<file path="src/rtl/fwmd_pkg.sv">
// ----------------------------------------------------------------------------
// fwmd_pkg
// Shared types, constants and helpers of the float word marker deframer.
// ----------------------------------------------------------------------------
`default_nettype none

package fwmd_pkg;

	localparam int WORD_W      = 32;
	localparam int MAX_WORDS   = 64;
	localparam int STORE_DEPTH = 64;
	localparam int IDX_W       = $clog2(STORE_DEPTH);
	localparam int LEN_W       = 6;
	localparam int TDATA_W     = 40;
	localparam int QUEUE_DEPTH = 2;
	localparam int QPTR_W      = $clog2(QUEUE_DEPTH);
	localparam int QCNT_W      = $clog2(QUEUE_DEPTH + 1);

	localparam logic [WORD_W-1:0] START_MARK = 32'h4996_B438;
	localparam logic [WORD_W-1:0] END_MARK   = 32'hC996_B438;
	localparam logic [IDX_W-1:0]  LAST_IDX   = IDX_W'(MAX_WORDS - 1);

	typedef enum logic [1:0] {
		KIND_OTHER,
		KIND_START,
		KIND_END
	} kind_t;

	typedef struct packed {
		kind_t             kind;
		logic [WORD_W-1:0] word;
	} q_item_t;

	typedef enum logic [1:0] {
		ST_RUN,
		ST_READ,
		ST_EMIT
	} back_state_t;

	function automatic logic [WORD_W-1:0] swap_bytes(input logic [WORD_W-1:0] w);
		return {w[7:0], w[15:8], w[23:16], w[31:24]};
	endfunction

endpackage

`default_nettype wire

</file>
<file path="src/rtl/float_word_marker_deframer.sv">
// ----------------------------------------------------------------------------
// float_word_marker_deframer
// Cuts messages framed by float marker words out of a stream of 32-bit words.
// ----------------------------------------------------------------------------
// Input stream s_axis carries one received word per transfer. cfg_wr_en with
// cfg_wr_data selects byte reversal of every received word. A start marker
// (1234567.0) while idle opens a message, an end marker (-1234567.0) while a
// message is open closes it, and other words inside a message are stored, up
// to 63 of them; further words overwrite the last slot, which is dropped.
// A closed message leaves on m_axis as one transfer per stored word, tlast on
// the final one, each carrying the message length. Empty messages send none.
// An input word is registered into a two-entry queue and processed from
// there; ordinary words sustain one per cycle outside a readout. Readout
// alternates a read state and an emit state per word, set by the registered
// read port of the word store, and the queue stops accepting input once it
// fills during a readout. Reset clears the message state, the queue and the
// output valid flag; the store needs no clearing. While m_axis_tready is low
// the current result holds in the output register and readout waits.
// ----------------------------------------------------------------------------
`default_nettype none

module float_word_marker_deframer (
	input  wire logic                          clk,
	input  wire logic                          arst_n,
	input  wire logic                          cfg_wr_en,
	input  wire logic                          cfg_wr_data,
	input  wire logic                          s_axis_tvalid,
	output logic                               s_axis_tready,
	input  wire logic [fwmd_pkg::WORD_W-1:0]   s_axis_tdata,  // rx_word
	output logic                               m_axis_tvalid,
	input  wire logic                          m_axis_tready,
	output logic [fwmd_pkg::TDATA_W-1:0]       m_axis_tdata,  // msg_word, msg_length, pad
	output logic                               m_axis_tlast
);

	fwmd_pkg::q_item_t                q_wr_item;
	fwmd_pkg::q_item_t                q_rd_item;
	logic                             q_push;
	logic                             q_pop;
	logic                             q_full;
	logic                             q_valid;
	logic [fwmd_pkg::WORD_W-1:0]      msg_word;
	logic [fwmd_pkg::LEN_W-1:0]       msg_length;

	fwmd_front u_front (
		.clk           (clk),
		.arst_n        (arst_n),
		.cfg_wr_en     (cfg_wr_en),
		.cfg_wr_data   (cfg_wr_data),
		.s_axis_tvalid (s_axis_tvalid),
		.s_axis_tready (s_axis_tready),
		.s_axis_tdata  (s_axis_tdata),
		.q_full        (q_full),
		.q_push        (q_push),
		.q_wr_item     (q_wr_item)
	);

	fwmd_queue u_queue (
		.clk     (clk),
		.arst_n  (arst_n),
		.push    (q_push),
		.wr_item (q_wr_item),
		.pop     (q_pop),
		.full    (q_full),
		.valid   (q_valid),
		.rd_item (q_rd_item)
	);

	fwmd_back u_back (
		.clk       (clk),
		.arst_n    (arst_n),
		.q_valid   (q_valid),
		.q_rd_item (q_rd_item),
		.q_pop     (q_pop),
		.m_valid   (m_axis_tvalid),
		.m_ready   (m_axis_tready),
		.m_word    (msg_word),
		.m_length  (msg_length),
		.m_last    (m_axis_tlast)
	);

	assign m_axis_tdata = {
		(fwmd_pkg::TDATA_W - fwmd_pkg::WORD_W - fwmd_pkg::LEN_W)'(0),
		msg_length,
		msg_word
	};

endmodule

`default_nettype wire

</file>
<file path="src/rtl/fwmd_front.sv">
// ----------------------------------------------------------------------------
// fwmd_front
// Input side: byte order correction and marker classification of each word.
// ----------------------------------------------------------------------------
`default_nettype none

module fwmd_front (
	input  wire logic                         clk,
	input  wire logic                         arst_n,
	input  wire logic                         cfg_wr_en,
	input  wire logic                         cfg_wr_data,
	input  wire logic                         s_axis_tvalid,
	output logic                              s_axis_tready,
	input  wire logic [fwmd_pkg::WORD_W-1:0]  s_axis_tdata,
	input  wire logic                         q_full,
	output logic                              q_push,
	output fwmd_pkg::q_item_t                 q_wr_item
);

	logic                        reverse_q;
	logic [fwmd_pkg::WORD_W-1:0] word;

	always_ff @(posedge clk or negedge arst_n) begin
		if (!arst_n) begin
			reverse_q <= 1'b0;
		end else if (cfg_wr_en) begin
			reverse_q <= cfg_wr_data;
		end
	end

	assign word          = reverse_q ? fwmd_pkg::swap_bytes(s_axis_tdata) : s_axis_tdata;
	assign s_axis_tready = !q_full;
	assign q_push        = s_axis_tvalid && !q_full;

	always_comb begin
		q_wr_item.word = word;
		if (word == fwmd_pkg::START_MARK) begin
			q_wr_item.kind = fwmd_pkg::KIND_START;
		end else if (word == fwmd_pkg::END_MARK) begin
			q_wr_item.kind = fwmd_pkg::KIND_END;
		end else begin
			q_wr_item.kind = fwmd_pkg::KIND_OTHER;
		end
	end

endmodule

`default_nettype wire

</file>
<file path="src/rtl/fwmd_queue.sv">
// ----------------------------------------------------------------------------
// fwmd_queue
// Short first-in first-out queue of classified words between front and back.
// ----------------------------------------------------------------------------
`default_nettype none

module fwmd_queue (
	input  wire logic              clk,
	input  wire logic              arst_n,
	input  wire logic              push,
	input  wire fwmd_pkg::q_item_t wr_item,
	input  wire logic              pop,
	output logic                   full,
	output logic                   valid,
	output fwmd_pkg::q_item_t      rd_item
);

	fwmd_pkg::q_item_t             slots_q [fwmd_pkg::QUEUE_DEPTH];
	logic [fwmd_pkg::QPTR_W-1:0]   wr_ptr_q;
	logic [fwmd_pkg::QPTR_W-1:0]   rd_ptr_q;
	logic [fwmd_pkg::QCNT_W-1:0]   count_q;
	logic                          do_pop;

	assign full    = count_q == fwmd_pkg::QCNT_W'(fwmd_pkg::QUEUE_DEPTH);
	assign valid   = count_q != '0;
	assign rd_item = slots_q[rd_ptr_q];
	assign do_pop  = pop && valid;

	always_ff @(posedge clk) begin
		if (push) begin
			slots_q[wr_ptr_q] <= wr_item;
		end
	end

	always_ff @(posedge clk or negedge arst_n) begin
		if (!arst_n) begin
			wr_ptr_q <= '0;
			rd_ptr_q <= '0;
			count_q  <= '0;
		end else begin
			if (push) begin
				wr_ptr_q <= wr_ptr_q + 1'b1;
			end
			if (do_pop) begin
				rd_ptr_q <= rd_ptr_q + 1'b1;
			end
			if (push && !do_pop) begin
				count_q <= count_q + 1'b1;
			end else if (do_pop && !push) begin
				count_q <= count_q - 1'b1;
			end
		end
	end

endmodule

`default_nettype wire

</file>
<file path="src/rtl/fwmd_back.sv">
// ----------------------------------------------------------------------------
// fwmd_back
// Message state, word store and readout of a completed message.
// ----------------------------------------------------------------------------
`default_nettype none

module fwmd_back (
	input  wire logic                          clk,
	input  wire logic                          arst_n,
	input  wire logic                          q_valid,
	input  wire fwmd_pkg::q_item_t             q_rd_item,
	output logic                               q_pop,
	output logic                               m_valid,
	input  wire logic                          m_ready,
	output logic [fwmd_pkg::WORD_W-1:0]        m_word,
	output logic [fwmd_pkg::LEN_W-1:0]         m_length,
	output logic                               m_last
);

	fwmd_pkg::back_state_t         state_q;
	fwmd_pkg::back_state_t         state_nxt;
	logic                          in_msg_q;
	logic [fwmd_pkg::IDX_W-1:0]    widx_q;
	logic [fwmd_pkg::IDX_W-1:0]    rd_idx_q;
	logic [fwmd_pkg::WORD_W-1:0]   store_q [fwmd_pkg::STORE_DEPTH];
	logic [fwmd_pkg::WORD_W-1:0]   rdata_q;
	logic                          out_valid_q;
	logic [fwmd_pkg::WORD_W-1:0]   out_word_q;
	logic [fwmd_pkg::LEN_W-1:0]    out_len_q;
	logic                          out_last_q;
	logic                          is_end;
	logic                          is_start;
	logic                          out_free;
	logic                          rd_last;
	logic                          mem_we;
	logic                          rd_en;
	logic                          load_out;

	assign is_end   = q_rd_item.kind == fwmd_pkg::KIND_END;
	assign is_start = q_rd_item.kind == fwmd_pkg::KIND_START;
	assign out_free = !out_valid_q || m_ready;
	assign rd_last  = rd_idx_q == (widx_q - 1'b1);

	always_comb begin
		state_nxt = state_q;
		case (state_q)
			fwmd_pkg::ST_RUN: begin
				if (q_valid && in_msg_q && is_end && widx_q != '0) begin
					state_nxt = fwmd_pkg::ST_READ;
				end
			end
			fwmd_pkg::ST_READ: begin
				state_nxt = fwmd_pkg::ST_EMIT;
			end
			fwmd_pkg::ST_EMIT: begin
				if (out_free) begin
					state_nxt = rd_last ? fwmd_pkg::ST_RUN : fwmd_pkg::ST_READ;
				end
			end
			default: begin
				state_nxt = fwmd_pkg::ST_RUN;
			end
		endcase
	end

	always_comb begin
		q_pop    = 1'b0;
		rd_en    = 1'b0;
		load_out = 1'b0;
		case (state_q)
			fwmd_pkg::ST_RUN: begin
				q_pop = q_valid;
			end
			fwmd_pkg::ST_READ: begin
				rd_en = 1'b1;
			end
			fwmd_pkg::ST_EMIT: begin
				load_out = out_free;
			end
			default: begin
				q_pop = 1'b0;
			end
		endcase
	end

	assign mem_we = q_pop && in_msg_q && !is_end;

	always_ff @(posedge clk) begin
		if (mem_we) begin
			store_q[widx_q] <= q_rd_item.word;
		end
		if (rd_en) begin
			rdata_q <= store_q[rd_idx_q];
		end
		if (load_out) begin
			out_word_q <= rdata_q;
			out_len_q  <= fwmd_pkg::LEN_W'(widx_q);
			out_last_q <= rd_last;
		end
	end

	always_ff @(posedge clk or negedge arst_n) begin
		if (!arst_n) begin
			state_q     <= fwmd_pkg::ST_RUN;
			in_msg_q    <= 1'b0;
			widx_q      <= '0;
			rd_idx_q    <= '0;
			out_valid_q <= 1'b0;
		end else begin
			state_q <= state_nxt;
			if (q_pop) begin
				if (in_msg_q) begin
					if (is_end) begin
						in_msg_q <= 1'b0;
						rd_idx_q <= '0;
					end else if (widx_q < fwmd_pkg::LAST_IDX) begin
						widx_q <= widx_q + 1'b1;
					end
				end else if (is_start) begin
					in_msg_q <= 1'b1;
					widx_q   <= '0;
				end
			end
			if (load_out && !rd_last) begin
				rd_idx_q <= rd_idx_q + 1'b1;
			end
			if (load_out) begin
				out_valid_q <= 1'b1;
			end else if (m_ready) begin
				out_valid_q <= 1'b0;
			end
		end
	end

	assign m_valid  = out_valid_q;
	assign m_word   = out_word_q;
	assign m_length = out_len_q;
	assign m_last   = out_last_q;

endmodule

`default_nettype wire

</file>
<file path="config.mk">
export PLATFORM = sky130hd
export DESIGN_NAME = float_word_marker_deframer
export DESIGN_NICKNAME = d
export VERILOG_FILES = /design/src/rtl/fwmd_pkg.sv /design/src/rtl/float_word_marker_deframer.sv /design/src/rtl/fwmd_front.sv /design/src/rtl/fwmd_queue.sv /design/src/rtl/fwmd_back.sv
export SDC_FILE = /design/constraint.sdc
export NUM_CORES = 2
export LEC_CHECK = 0
export ABC_AREA = 1
export BUFFER_PORTS_ARGS = -buffer_cell sky130_fd_sc_hd__buf_2
export CORE_MARGIN = 1.5
export CORE_UTILIZATION = 55
export DETAILED_ROUTE_END_ITERATION = 10
export PLACE_DENSITY = 0.71
export SETUP_SLACK_MARGIN = 0.2
export SYNTH_ARGS = -nofsm -noshare
export SYNTH_HDL_FRONTEND = slang
export SYNTH_SLANG_ARGS = --single-unit
</file>
<file path="constraint.sdc">
create_clock -name clk -period 5.44 [get_ports clk]
set_input_delay 0.544 -clock clk [delete_from_list [all_inputs] [get_ports clk]]
set_output_delay 0.544 -clock clk [all_outputs]
set_load 0.05 [all_outputs]
</file>
==> results.yml <==
detailed_routing:
  remaining_drc_errors: 0
  vias: 57150
  totalWireLength_mm: 231.9
  ant_nets: 0
  wl_per_cell_um: 24.39
  via_per_inst: 6.012
  first_pass_iters: 6
  drt_iter0_drc: 7195
synthesis:
  avgSynthCellArea_um2: 12.08
  synth.distinct_cells: 29
  synth_top_area_share: 0.7444
  synthTopCellsByCount: "nand2_1, edfxtp_1, nand3_1"
  yosys-top-cells-area: "edfxtp_1, nand3_1, nand2_1"
  netlist_area_um2: 88230
  ys.flop_type: "edfxtp_1"
  synth_warnings: 0
  syn_inst: 7303
  synth-edff-count: 2187
  synth-seq-cells: 2208
  async_flop_share: 0.009511
  yosys.area.top_type: "edfxtp_1"
  ys_seq_area_frac: 0.7503
  yosysMostFrequentCell: "nand2_1"
run_status:
  status: "complete, no violations"
worst_setup_path:
  rr_worst_depth: 10
  required_ns: 6.15
  cp.arrival_ns: 4.37
  critPathLaunchType: "flip-flop"
  endpoint_kind: "flip-flop"
  path_max_fanout: 95
  slowest_delay_ns: 0.89
  cp_num_buf_inv: 2
  r2r_setup_slack_ns: 1.78
  cp_cell_sequence: "buf_4 -> buf_4 -> nand2_1 -> nand3_1 -> nand3_1 -> nand3_1 -> nand3_1 -> nand2_1 -> nand2_1 -> nand2_1"
  r2r_start: "u_back.rd_idx_q[0]"
  path_delay_family: "buffers and inverters"
  critPathKind: "flip-flop to flip-flop"
  r2r-end: "u_back.rdata_q[11]"
  cp_slowest_cell: "buf_4"
cells_and_area:
  multi_input_area_um2: 20440
  drive_gt1_frac: 0.08340
  register_area_um2: 66220
  design_area_um2: 97950
  antenna_cells: 0
  n_fill_cell: 11720
  nets: 7292
  area_growth_pct: 11.02
  fin_cells: 9506
  final_util: 0.6171
global_routing:
  grt_pass1_wl_mm: 342.3
  overflow: 0
  first_global_vias: 54340
  track_usage: 0.2827
  grt_max_degree: 221
  grt_antenna_before_repair: 6
placed_design:
  dpl.hpwl_mm: 129.0
  placed_cells: 9104
  postPlaceCellArea_um2: 90990
  finalWeightedCongestion: 0.9045
  io_buffers: 78
timing:
  hold_viol: 0
  max_freq_mhz: 273.5
  rsz0062_at_grt: "false"
  final.setup.tns_ns: 0
  setup_violations: 0
  period_needed_ns: 3.657
  timing.final.max_slew_violations: 0
  finClkSkew_ns: 0.03265
  worst_pin_slew_ns: 1.192
  post-route-period-util: 0.6722
  relSlewSlack: 0.2033
min_path:
  hold_depth: 3
  hold_class: "input pin to flip-flop"
  holdPathEnd: "u_queue.slots_q[0][0]"
  hold_start: "s_axis_tdata[0]"
pwr:
  total_power_mw: 52.17
  powerDensity_nw_per_um2: 532.6
  irDropWorstVdd_uv: 596.5
  power_leakage_nw: 34.51
floorplanning:
  die_area_um2: 162800
  io_pins: 81
  start_util: 0.5558
  die_w_um: 403.5
  core_um2: 158700
  rows: 146
  die_height_um: 403.5
cts:
  clock_latency_ns: 0.85
  htreeDepth: 4
  cts_hold_buffers: 4
  post_cts_buffers: 0
  cts-root-buf: "clkbuf_16"
  ctsResizeCount: 0
  cts_buffers: 212
  cts_buffer_depth: 3
  numClockSinks: 2208
  cts_tree: "done"
  cts.reportedPaths.clkPinSlew_ns: 0.06
flow_run:
  max_cap_viol_count: 0
[where the power goes]
group / internal [mW] / total, mW / switching [mW]
logic: 3.18 / 15.2 / 12.0
registers: 22.0 / 22.3 / 0.331
clock network: 8.41 / 14.7 / 6.26
total: 33.5 / 52.2 / 18.6
[how the worst max path moves through the flow]
| stage | start | to | slack [ns] | depth (start not counted) |
|---|---|---|---|---|
| after floorplan | u_back.widx_q[2] | u_back.store_q[1][0] | 1.86 | 4 |
| after global placement | u_back.state_q[1] | u_back.store_q[41][27] | 1.96 | 8 |
| after detailed placement | u_back.rd_idx_q[0] | u_back.rdata_q[11] | 2.01 | 10 |
| after CTS | u_back.rd_idx_q[0] | u_back.rdata_q[11] | 1.96 | 10 |
| after global routing | u_back.rd_idx_q[0] | u_back.rdata_q[11] | 1.71 | 10 |
| final | u_back.rd_idx_q[0] | u_back.rdata_q[11] | 1.78 | 10 |
[area by class of cell]
cell class | instances | share of cell area
clock inverter | 115 | 0.01116
timing repair buffer | 200 | 0.01574
tap | 2072 | 0.02647
sequential | 2208 | 0.6760
inverter | 57 | 0.002465
multi-input combinational | 4571 | 0.2087
clock buffer | 283 | 0.05951
[worst register-to-register path: stages (launching register included)]
cell and delay [ns]:
dfrtp_4 0.61, buf_4 0.70, buf_4 0.98, nand2_1 0.28
nand3_1 0.14, nand3_1 0.11, nand3_1 0.11, nand3_1 0.10
nand2_1 0.10, nand2_1 0.24, nand2_1 0.17
[cells by family (layout without fill, tap and decap cells)]
family | count (synthesis) | in the layout | share of synthesized area
AO/OA/AOI/OAI | 40 | 40 | 0.002340
XOR/XNOR | 12 | 12 | 0.001191
adder cells (fa/ha/maj) | 4 | 4 | 0.0005673
buffers and inverters | 525 | 655 | 0.02573
flip-flops | 2208 | 2208 | 0.7503
other | 1 | 2 | 0.00004250
AND/OR/NAND/NOR | 4513 | 4513 | 0.2198
[registers in the layout, indices dropped and copies added, names as in the netlist, 2 cells and up]
register         flops
u_queue.count_q      2
u_back.m_length      6
u_queue.slots_q     68
u_back.m_word       32
u_back.rdata_q      32
u_back.store_q    2048
u_back.rd_idx_q      6
u_back.state_q       2
u_back.widx_q        6
[layer usage]
| layer | global-route usage | vias to the layer above | wire, µm |
|---|---|---|---|
| met5 | 0 | - | 0 |
| met4 | 0.1233 | 0 | 10070 |
| met3 | 0.05258 | 490 | 22240 |
| met2 | 0.4518 | 3058 | 111200 |
| met1 | 0.3820 | 27840 | 88370 |
| li1 | - | 25760 | - |
[metrics by stage]
| step | hold slack, ns | setup WS (ns) |
|---|---|---|
| after global routing | 0.04250 | 1.710 |
| after floorplan | 0.2484 | 1.856 |
| after detailed placement | 0.4045 | 2.013 |
| final | 0.04787 | 1.783 |
| after global placement | 0.4079 | 1.962 |
| after CTS | 0.005074 | 1.963 |
[placed cells by master (no fill, tap or decap), drive strengths merged]
cell type and count:
a211oi 1, a21oi 2, buf 196, bufinv 19
clkbuf 283, clkinv 83, clkinvlp 7, conb 2
dfrtp 21, dlygate4sd3 4, edfxtp 2187, ha 4
inv 63, nand2 2474, nand3 1913, nand3b 2
nand4 7, nor2 101, nor3 13, nor3b 1
o21ai 35, o21bai 1, o22ai 1, or2 2
xnor2 6, xor2 6
(Power assumes the default switching activity.)
